$ cat src/rtl/dss_pkg.sv
// ----------------------------------------------------------------------------
// dss_pkg
// Sizes, types and state codes shared by the descending selection sort.
// ----------------------------------------------------------------------------
package dss_pkg;

    localparam int MAX_LINES  = 64;
    localparam int SCORE_BITS = 16;
    localparam int TAG_BITS   = 12;

    localparam int ADDR_BITS    = (MAX_LINES > 1) ? $clog2(MAX_LINES) : 1;
    localparam int COUNT_BITS   = $clog2(MAX_LINES + 1);
    localparam int ENTRY_BITS   = SCORE_BITS + TAG_BITS;
    localparam int STREAM_BITS  = ((ENTRY_BITS + 7) / 8) * 8;

    typedef logic [ADDR_BITS-1:0]  addr_t;
    typedef logic [COUNT_BITS-1:0] count_t;

    // One stored line: score in the low bits, tag above it.
    typedef struct packed {
        logic [TAG_BITS-1:0]   tag;
        logic [SCORE_BITS-1:0] score;
    } entry_t;

    // Access request from the sequencer to the line memory.
    typedef struct packed {
        logic   we;
        addr_t  waddr;
        entry_t wdata;
        logic   re;
        addr_t  raddr;
    } ram_req_t;

    typedef enum logic [1:0] {
        ST_LOAD,
        ST_SCAN,
        ST_DRAIN,
        ST_EMIT
    } state_t;

endpackage

$ cat src/rtl/dss_ram.sv
// ----------------------------------------------------------------------------
// dss_ram
// Simple dual-port synchronous RAM: one write port, one registered read port.
// ----------------------------------------------------------------------------
module dss_ram #(
    parameter int DEPTH = 64,
    parameter int WIDTH = 28
) (
    input  logic                                   clk,
    input  logic                                   we,
    input  logic [((DEPTH > 1) ? $clog2(DEPTH) : 1)-1:0] waddr,
    input  logic [WIDTH-1:0]                       wdata,
    input  logic                                   re,
    input  logic [((DEPTH > 1) ? $clog2(DEPTH) : 1)-1:0] raddr,
    output logic [WIDTH-1:0]                       rdata
);

    logic [WIDTH-1:0] mem [DEPTH];

    // Write port.
    always_ff @(posedge clk)
    begin
        if (we)
        begin
            mem[waddr] <= wdata;
        end
    end

    // Registered read port.
    always_ff @(posedge clk)
    begin
        if (re)
        begin
            rdata <= mem[raddr];
        end
    end

endmodule

$ cat src/rtl/dss_ctrl.sv
// ----------------------------------------------------------------------------
// dss_ctrl
// Sequencer: loads lines into memory, runs the selection passes over the
// memory read port, and holds the output beat register.
// ----------------------------------------------------------------------------
module dss_ctrl
    import dss_pkg::*;
(
    input  logic     clk,
    input  logic     rst_n,
    // Input beats.
    input  logic     in_valid,
    output logic     in_ready,
    input  entry_t   in_entry,
    input  logic     in_last,
    // Output beats.
    output logic     out_valid,
    input  logic     out_ready,
    output entry_t   out_entry,
    output logic     out_last,
    output logic     out_ovf,
    // Line memory.
    output ram_req_t ram_req,
    input  entry_t   ram_rdata
);

    state_t state_reg, state_next;
    count_t count_reg, count_next;
    count_t n_reg, n_next;
    addr_t  i_reg, i_next;
    addr_t  j_reg, j_next;
    logic   ovf_reg, ovf_next;
    logic   rv_reg, rv_next;
    logic   first_reg, first_next;
    logic   out_valid_reg, out_valid_next;

    addr_t  ridx_reg, ridx_next;
    entry_t best_reg, best_next;
    addr_t  best_idx_reg, best_idx_next;
    entry_t first_entry_reg, first_entry_next;
    entry_t out_entry_reg, out_entry_next;
    logic   out_last_reg, out_last_next;
    logic   out_ovf_reg, out_ovf_next;

    logic   in_fire;
    logic   has_room;
    logic   scan_end;
    logic   pass_last;
    logic   out_free;

    assign in_ready  = (state_reg == ST_LOAD);
    assign in_fire   = in_valid && in_ready;
    assign has_room  = (count_reg < COUNT_BITS'(MAX_LINES));
    assign scan_end  = ((COUNT_BITS'(j_reg) + COUNT_BITS'(1)) == n_reg);
    assign pass_last = ((COUNT_BITS'(i_reg) + COUNT_BITS'(1)) == n_reg);
    assign out_free  = !out_valid_reg || out_ready;

    assign out_valid = out_valid_reg;
    assign out_entry = out_entry_reg;
    assign out_last  = out_last_reg;
    assign out_ovf   = out_ovf_reg;

    // Control registers.
    always_ff @(posedge clk or negedge rst_n)
    begin
        if (!rst_n)
        begin
            state_reg     <= ST_LOAD;
            count_reg     <= '0;
            n_reg         <= '0;
            i_reg         <= '0;
            j_reg         <= '0;
            ovf_reg       <= 1'b0;
            rv_reg        <= 1'b0;
            first_reg     <= 1'b0;
            out_valid_reg <= 1'b0;
        end
        else
        begin
            state_reg     <= state_next;
            count_reg     <= count_next;
            n_reg         <= n_next;
            i_reg         <= i_next;
            j_reg         <= j_next;
            ovf_reg       <= ovf_next;
            rv_reg        <= rv_next;
            first_reg     <= first_next;
            out_valid_reg <= out_valid_next;
        end
    end

    // Payload registers.
    always_ff @(posedge clk)
    begin
        ridx_reg        <= ridx_next;
        best_reg        <= best_next;
        best_idx_reg    <= best_idx_next;
        first_entry_reg <= first_entry_next;
        out_entry_reg   <= out_entry_next;
        out_last_reg    <= out_last_next;
        out_ovf_reg     <= out_ovf_next;
    end

    // Running maximum over the data returned by the read port.
    always_comb
    begin
        best_next        = best_reg;
        best_idx_next    = best_idx_reg;
        first_entry_next = first_entry_reg;
        if (rv_reg)
        begin
            if (first_reg)
            begin
                best_next        = ram_rdata;
                best_idx_next    = ridx_reg;
                first_entry_next = ram_rdata;
            end
            else if (best_reg.score < ram_rdata.score)
            begin
                best_next     = ram_rdata;
                best_idx_next = ridx_reg;
            end
        end
    end

    // Next state, memory requests and output register.
    always_comb
    begin
        state_next     = state_reg;
        count_next     = count_reg;
        n_next         = n_reg;
        i_next         = i_reg;
        j_next         = j_reg;
        ovf_next       = ovf_reg;
        rv_next        = 1'b0;
        first_next     = 1'b0;
        ridx_next      = j_reg;
        out_valid_next = out_valid_reg && !out_ready;
        out_entry_next = out_entry_reg;
        out_last_next  = out_last_reg;
        out_ovf_next   = out_ovf_reg;

        ram_req.we    = 1'b0;
        ram_req.waddr = count_reg[ADDR_BITS-1:0];
        ram_req.wdata = in_entry;
        ram_req.re    = 1'b0;
        ram_req.raddr = j_reg;

        case (state_reg)
            ST_LOAD:
            begin
                if (in_fire)
                begin
                    // Store in arrival order while there is room.
                    if (has_room)
                    begin
                        ram_req.we = 1'b1;
                        count_next = count_reg + COUNT_BITS'(1);
                    end
                    else
                    begin
                        ovf_next = 1'b1;
                    end
                    if (in_last)
                    begin
                        n_next     = has_room ? (count_reg + COUNT_BITS'(1)) : count_reg;
                        i_next     = '0;
                        j_next     = '0;
                        state_next = ST_SCAN;
                    end
                end
            end

            ST_SCAN:
            begin
                // One read per cycle over positions i to n-1.
                ram_req.re = 1'b1;
                rv_next    = 1'b1;
                first_next = (j_reg == i_reg);
                if (scan_end)
                begin
                    state_next = ST_DRAIN;
                end
                else
                begin
                    j_next = j_reg + ADDR_BITS'(1);
                end
            end

            ST_DRAIN:
            begin
                // The last read of the pass returns here.
                state_next = ST_EMIT;
            end

            ST_EMIT:
            begin
                // The maximum is final for position i: send it, and move the
                // old occupant of position i into the maximum's slot.
                if (out_free)
                begin
                    out_valid_next = 1'b1;
                    out_entry_next = best_reg;
                    out_last_next  = pass_last;
                    out_ovf_next   = ovf_reg;
                    ram_req.we     = 1'b1;
                    ram_req.waddr  = best_idx_reg;
                    ram_req.wdata  = first_entry_reg;
                    if (pass_last)
                    begin
                        count_next = '0;
                        ovf_next   = 1'b0;
                        state_next = ST_LOAD;
                    end
                    else
                    begin
                        i_next     = i_reg + ADDR_BITS'(1);
                        j_next     = i_reg + ADDR_BITS'(1);
                        state_next = ST_SCAN;
                    end
                end
            end

            default:
            begin
                state_next = ST_LOAD;
            end
        endcase
    end

endmodule

$ cat src/rtl/descending_selection_sort.sv
// ----------------------------------------------------------------------------
// descending_selection_sort
// Collects a set of scored lines and returns them in descending score order.
// ----------------------------------------------------------------------------
// Lines are taken one beat per cycle into a 64-entry memory until the beat
// with tlast; beats beyond capacity are dropped and flag overflow on every
// result of that set. The set of n lines is then sorted by selection passes:
// pass i reads positions i to n-1 through the single memory read port, one
// per cycle, then waits for the last read to return and emits its maximum;
// an output stall holds the pass at that point. The input is not ready
// while a set is sorted and returned. Ties go to the earliest position in
// each pass. No clearing pass follows reset.
module descending_selection_sort
    import dss_pkg::*;
(
    input  logic                   clk,
    input  logic                   rst_n,
    // Input lines.
    input  logic                   s_tvalid,
    output logic                   s_tready,
    input  logic [STREAM_BITS-1:0] s_tdata,   // line_value, line_tag, zero pad
    input  logic                   s_tlast,   // last_in
    // Sorted lines.
    output logic                   m_tvalid,
    input  logic                   m_tready,
    output logic [STREAM_BITS-1:0] m_tdata,   // sorted_value, sorted_tag, zero pad
    output logic                   m_tlast,   // last_out
    output logic                   m_tuser    // overflow
);

    ram_req_t ram_req;
    entry_t   ram_rdata;
    entry_t   in_entry;
    entry_t   out_entry;
    logic [ENTRY_BITS-1:0] rdata_bits;

    assign in_entry  = entry_t'(s_tdata[ENTRY_BITS-1:0]);
    assign ram_rdata = entry_t'(rdata_bits);
    assign m_tdata   = STREAM_BITS'(out_entry);

    // Sequencer and output register.
    dss_ctrl u_ctrl (
        .clk       (clk),
        .rst_n     (rst_n),
        .in_valid  (s_tvalid),
        .in_ready  (s_tready),
        .in_entry  (in_entry),
        .in_last   (s_tlast),
        .out_valid (m_tvalid),
        .out_ready (m_tready),
        .out_entry (out_entry),
        .out_last  (m_tlast),
        .out_ovf   (m_tuser),
        .ram_req   (ram_req),
        .ram_rdata (ram_rdata)
    );

    // Line memory.
    dss_ram #(
        .DEPTH (MAX_LINES),
        .WIDTH (ENTRY_BITS)
    ) u_ram (
        .clk   (clk),
        .we    (ram_req.we),
        .waddr (ram_req.waddr),
        .wdata (ram_req.wdata),
        .re    (ram_req.re),
        .raddr (ram_req.raddr),
        .rdata (rdata_bits)
    );

endmodule

$ cat config.mk
export PLATFORM = sky130hd
export DESIGN_NAME = descending_selection_sort
export DESIGN_NICKNAME = d
export VERILOG_FILES = /design/src/rtl/dss_pkg.sv /design/src/rtl/dss_ram.sv /design/src/rtl/dss_ctrl.sv /design/src/rtl/descending_selection_sort.sv
export SDC_FILE = /design/constraint.sdc
export NUM_CORES = 2
export LEC_CHECK = 0
export BUFFER_PORTS_ARGS = -buffer_cell sky130_fd_sc_hd__buf_4
export CAP_MARGIN = 40
export CORE_MARGIN = 5
export CORE_UTILIZATION = 33
export CTS_BUF_LIST = sky130_fd_sc_hd__clkbuf_8
export DETAILED_ROUTE_END_ITERATION = 10
export GPL_ROUTABILITY_DRIVEN = 0
export PLACE_DENSITY = 0.43
export SLEW_MARGIN = 5
export SYNTH_ARGS = -nofsm -noshare
export SYNTH_HDL_FRONTEND = slang
export SYNTH_SLANG_ARGS = --single-unit
export TNS_END_PERCENT = 50
$ cat constraint.sdc
create_clock -name clk -period 4.9 [get_ports clk]
set_input_delay 0.98 -clock clk [delete_from_list [all_inputs] [get_ports clk]]
set_output_delay 0.98 -clock clk [all_outputs]
set_load 0.01 [all_outputs]
# [After elaboration in Yosys (flattened, before gate mapping)]
# Memories as Yosys holds them, arrays and structs flattened. A register that Yosys moved wholly into a read port is not among the register bits.
# Index checks and enable logic that the tools add are counted.
[word_totals] regBits=130 ram_bits=1792 mem_count=1 output_inout_bits=36 elab_cells=97
[memory_table] name="u_ram.mem" words=64 word_bits=28 read_ports=1 rd_ports_with_merged_regs=1 wr=1 line_no="dss_ram.sv:18" text="logic [WIDTH-1:0] mem [DEPTH];"
[classes] n_eq_ne=14 muxes=38 n_addsub=5 n_reduce_logical=18 magnitude_cmp=2
[ops] op="2-to-1 mux 28 bit" count=2
[ops] op="2-to-1 mux 6 bit" count=7
[ops] op="2-to-1 mux 35 bit" count=1
[ops] op="2-to-1 mux 34 bit" count=1
[ops] op="2-to-1 mux 7 bit" count=4
[ops] op="one-hot mux 6 bit (3 select lines)" count=1
[ops] op="< comparator 16 bit" count=1
[ops] op="adder 6 x 1 -> 7 bit, second input constant" count=2
[ops] op="equality test 7 bit" count=2
[ops] op="one-hot mux 7 bit (2 select lines)" count=1
[ops] op="2-to-1 mux 1 bit" count=13
[ops] op="adder 6 x 1 -> 6 bit, second input constant" count=2
[ops] op="one-hot mux 6 bit (2 select lines)" count=1
[ops] op="inequality test 2 bit, second input constant" count=5
[ops] op="AND reduction 5 bit" count=2
[ops] op="2-to-1 mux 2 bit" count=4
[ops] op="one-hot mux 2 bit (4 select lines)" count=1
[ops] op="AND reduction 4 bit" count=2
[ops] op="adder 7 x 1 -> 7 bit, second input constant" count=1
[ops] op="< comparator 7 bit, second input constant" count=1
[ops] op="equality test 6 bit" count=1
[ops] op="inequality test 2 x 1 -> 1 bit, second input constant" count=3
[ops] op="AND reduction 2 bit" count=3
[ops] op="AND reduction 6 bit" count=1
[ops] op="10 further kinds" count=15

# [Logic depth before layout (Yosys ltp)]
[depth] depth_word=6 depth_mapped=10

# [By module]
# Synthesis repeated with hierarchy kept, for this count alone.
[hier_totals] cells_unflattened=3555 area_unflattened_um2=75499.9
[modules_own_cells] mod="dss_ram" cells_each=3105 area_per_inst_um2=69469.1 instances=1 seq_area_each_um2=54652.4
[modules_own_cells] mod="dss_ctrl" cells_each=445 area_per_inst_um2=5997.0 instances=1 seq_area_each_um2=3683.5
[modules_own_cells] mod="descending_selection_sort" cells_each=5 area_per_inst_um2=33.8 instances=1 seq_area_each_um2=0.0

# [Least setup slack after synthesis]
# OpenSTA, ideal clock, no wires.
[synth_path] path_kind="input port to flip-flop" from="in m_tready" to="mem u_ram.mem[0][19] (data pin)" arrival_ns=3.703 setup_ns=0.356 required_time_ns=4.544 stages=7 setup_slack_ns=0.841 path_cell_list="nand2b_1 -> nand2_1 -> clkinv_1 -> clkbuf_1 -> buf_1 -> nand2_1 -> nand2_1"
[synth_lines] item="start: declaration" line_no="descending_selection_sort.sv:25" text="input logic m_tready,"
[synth_lines] item="end: declaration" line_no="dss_ram.sv:18"

# [Worst setup path in the final report]
[layout_path] from="reg u_ctrl.state_reg[0]" to="mem u_ram.mem[23][23] (enable)"
[layout_via] elab_chain_cells=6 elab_cells_between_ends=8
[layout_lines] item="start: declaration" line_no="dss_ctrl.sv:27" text="state_t state_reg, state_next;"
[layout_lines] item="start signal: assignment" line_no="dss_ctrl.sv:80" text="state_reg <= state_next;"
[layout_lines] item="logical NOT 2 bit" line_no="dss_ctrl.sv:51, dss_ctrl.sv:149"
[layout_lines] item="logical AND 1 bit" line_no="dss_ctrl.sv:52" text="assign in_fire = in_valid && in_ready;"
[layout_lines] item="2-to-1 mux 1 bit" line_no="dss_ctrl.sv:152" text="if (in_fire)"
[layout_lines] item="one-hot mux 1 bit (2 select lines)" line_no="dss_ctrl.sv:149" text="case (state_reg)"
[layout_lines] item="2-to-1 mux 1 bit" line_no="dss_ram.sv:23" text="if (we)"
[layout_lines] item="2-to-1 mux 1 bit (implied by the code)" line_no="dss_ram.sv:25" text="mem[waddr] <= wdata;"
# Several ways; a longest one is shown, not always the timed one.

==> qor.yml <==
synthesis:
  ys_seq_elements: 1950
  yosys.area.top_type_share_pct: 75.6
  synth_area_mm2: 0.0760
  netlist_top_cells_area: "edfxtp_1 (76%), mux4_2 (7.5%), mux2i_1 (4.5%), a21oi_1 (1.6%), o221ai_1 (1.3%)"
  synth_enable_flop_cells: 1912
  ys_seq_area_share_pct: 76.8
  synthArstFlopShare_pct: 1.64
  yosys_warnings: 0
  synth-main-ff-cell: "edfxtp_1"
  synth_cells: 3973
  synth.distinct_cells: 53
  synth_area_per_cell_um2: 19.1
  yosysTopAreaCell: "edfxtp_1"
drt:
  dr.pass1.iters: 7
  met1_length_um: 101000
  drc_errors: 0
  post_drt_via_cell_ratio: 5.13
  dr_wl_met3_um: 11600
  routed_wirelength_um: 223000
  dr_wl_met2_um: 106000
  ant_nets: 0
  num_vias: 39600
  dr.max_layer_used: "met4"
  wl_per_cell_um: 29.0
  drtIter0Drc: 2984
sta:
  max_slew_margin_pct: 39.0
  grt_setup_unrepaired: "false"
  drv_slew: 0
  min_period_ns: 3.89
  timing.final.crit_share_pct: 79.3
  setup_viol: 0
  holdWs_ns: 0.287
  hold_viol_final: 0
  setup-tns-final_ns: 0
  tightest_slew_ns: 0.915
  max_freq_mhz: 257
  fin_skew_ns: 0.120
critical_path:
  slowest_delay_ns: 0.79
  cp_num_buf_inv: 2
  worstPathCellList: "ha_1 -> nand2_2 -> clkinv_2 -> mux2i_1 -> nand2_1 -> nor2_4 -> buf_4"
  worstReg2RegEnd: "u_ram.mem[23][23]$_DFFE_PP_"
  ff2ff_path_depth: 7
  cp_top_family: "simple AND/OR/NAND/NOR gates"
  cp_slowest_cell: "nor2_4"
  cp-start-kind: "flop"
  critical_path_required_ns: 5.55
  crit_start: "u_ctrl.state_reg[0]$_DFFE_PN0P_"
  criticalPathCategory: "flop to flop"
  r2r_slack_ns: 1.01
  r2r-start: "u_ctrl.state_reg[0]$_DFFE_PN0P_"
  arrival_ns: 4.54
  crit_fanout: 17
  endpoint_kind: "flop"
cts:
  path_clk_slew_ns: 0.06
  cts_resized: 0
  cts_buffer_depth: 4
  cts_hold_buf: 1
  postCtsSetupRepairBufs: 0
  cts_buffers: 356
  cts_tree: "yes"
  root_buffer: "clkbuf_8"
  htreeDepth: 5
  clock-sinks: 1950
  clock_latency_ns: 1.06
pwr:
  p_leak_nw: 28.3
  ir_drop_v: 0.000275
  p_per_area_mw_per_mm2: 549
grt:
  grt_pass1_wl_um: 312000
  grt_max_degree: 82
  grt_pass1_vias: 40400
  grt.overflow.total: 0
  antenna_found_initial: 13
  grt_usage_pct: 18.4
die:
  dieArea_mm2: 0.240
  start_util_pct: 33.1
  rows: 176
  die_width_um: 490
  die_y_um: 490
  ioPinCount: 73
  fp.coreArea_mm2: 0.229
worst_hold_path:
  min-delay-path-class: "input port to flop"
  holdPathStages: 3
  min-delay-start: "m_tready"
  min_to: "u_ctrl.out_valid$_DFF_PN0_"
finish:
  layout-drive-gt1-share_pct: 25.2
  largest-register: "u_ram.mem"
  largest_register_ffs: 1792
  area_growth_pct: 16.4
  nets: 4483
flow_run:
  drv_cap: 0
placement:
  portBuffers: 64
  post-dp-hpwl_um: 131000
outcome:
  status: "finished clean"
==> metrics by stage <==
stage	utilization, %	std cells	cell area, µm²	setup slack (ns)	total power [mW]
CTS	38.5	7705	88400	0.940	49.3
global placement	35.8	7084	82100	0.620	35.3
floorplan	-	3976	76000	0.841	30.2
detailed placement	35.9	7092	82300	0.522	35.5
finish	38.5	7709	88400	1.01	48.5
global route	38.5	7707	88400	0.826	50.8
==> kinds of logic (layout without fill, tap and decap cells) <==
family | Yosys count | after routing | share of synthesized area (%)
multiplexers | 710 | 710 | 13.8
other | 1 | 8 | 0.00494
AND/OR/NAND/NOR | 388 | 388 | 2.11
AO/OA/AOI/OAI | 629 | 629 | 4.99
adder cells (fa/ha/maj) | 21 | 21 | 0.346
buffers and inverters | 245 | 948 | 1.61
flip-flops | 1950 | 1950 | 76.8
XOR/XNOR | 29 | 29 | 0.371
==> worst max path at each step <==
stage | endpoint | slack [ns] | cells past startpoint
2_1_floorplan | u_ram.mem[0][19]$_DFFE_PP_ | 0.84 | 7
3_3_place_gp | u_ram.mem[23][17]$_DFFE_PP_ | 0.62 | 8
3_5_place_dp | u_ram.mem[23][17]$_DFFE_PP_ | 0.52 | 8
4_1_cts | u_ram.mem[23][23]$_DFFE_PP_ | 0.94 | 7
5_1_grt | u_ram.mem[23][23]$_DFFE_PP_ | 0.83 | 7
6_report | u_ram.mem[23][23]$_DFFE_PP_ | 1.01 | 7
==> report_power, final <==
group | internal, mW | leakage, nW | switching (mW) | total (mW)
Combinational | 4.60 | 6.98 | 8.73 | 13.3
Sequential | 21.0 | 17.7 | 0.549 | 21.6
Clock | 7.03 | 3.55 | 6.62 | 13.6
Total | 32.6 | 28.3 | 15.9 | 48.5
==> cell usage in the layout, fill, tap and decap left out, drive strengths merged, types with 8 or more instances in the layout <==
cell,count
mux4,252
nand3,17
clkinv,124
inv,141
dfrtp,32
clkbuf,366
a21oi,238
o221ai,112
xnor2,15
mux2,117
nand2,247
o21ai,141
nand3b,8
nor2,79
xor2,12
o22ai,114
mux2i,341
ha,21
edfxtp,1912
buf,308
==> routing by layer <==
| layer | global-route usage [%] | vias to the layer above |
|---|---|---|
| met4 | 4.87 | 0 |
| met3 | 3.07 | 271 |
| met2 | 29.6 | 1105 |
| met5 | 0 | - |
| li1 | - | 17200 |
| met1 | 26.1 | 21000 |
==> tightest hold or removal path, delay by kind of cell <==
family / cells / cell delay (ns)
simple gates: 2 / 0.24
buf+inv: 1 / 0.07
==> cells in the mapped netlist (3+ instances only) <==
cell,n
a211o_1,3
a21o_1,6
a21oi_1,238
and2_1,5
and3_1,4
buf_1,25
buf_2,50
buf_4,35
buf_6,15
clkbuf_1,93
dfrtp_1,32
dfxtp_1,6
edfxtp_1,1912
ha_1,21
inv_1,24
mux2_1,20
mux2_2,79
mux2_4,18
mux2i_1,341
mux4_2,252
nand2_1,247
nand2b_1,4
nand3_1,17
nand3b_1,8
nand4_1,4
nor2_1,79
nor2b_1,4
nor3_1,4
nor4_1,5
o21ai_0,103
o21ai_1,38
o221ai_1,112
o22ai_1,114
o31ai_1,4
or4_1,3
xnor2_1,15
xor2_1,12
==> layout make-up <==
type | instances | area (µm²)
fill | 21000 | 141000
sequential | 1950 | 58400
multi-input combinational | 1781 | 17000
clock buffer | 366 | 5040
tap | 3026 | 3790
timing repair buffer | 309 | 3020
clock inverter | 246 | 1080
inverter | 27 | 103
antenna | 4 | 10.0
(Power assumes the default switching activity.)
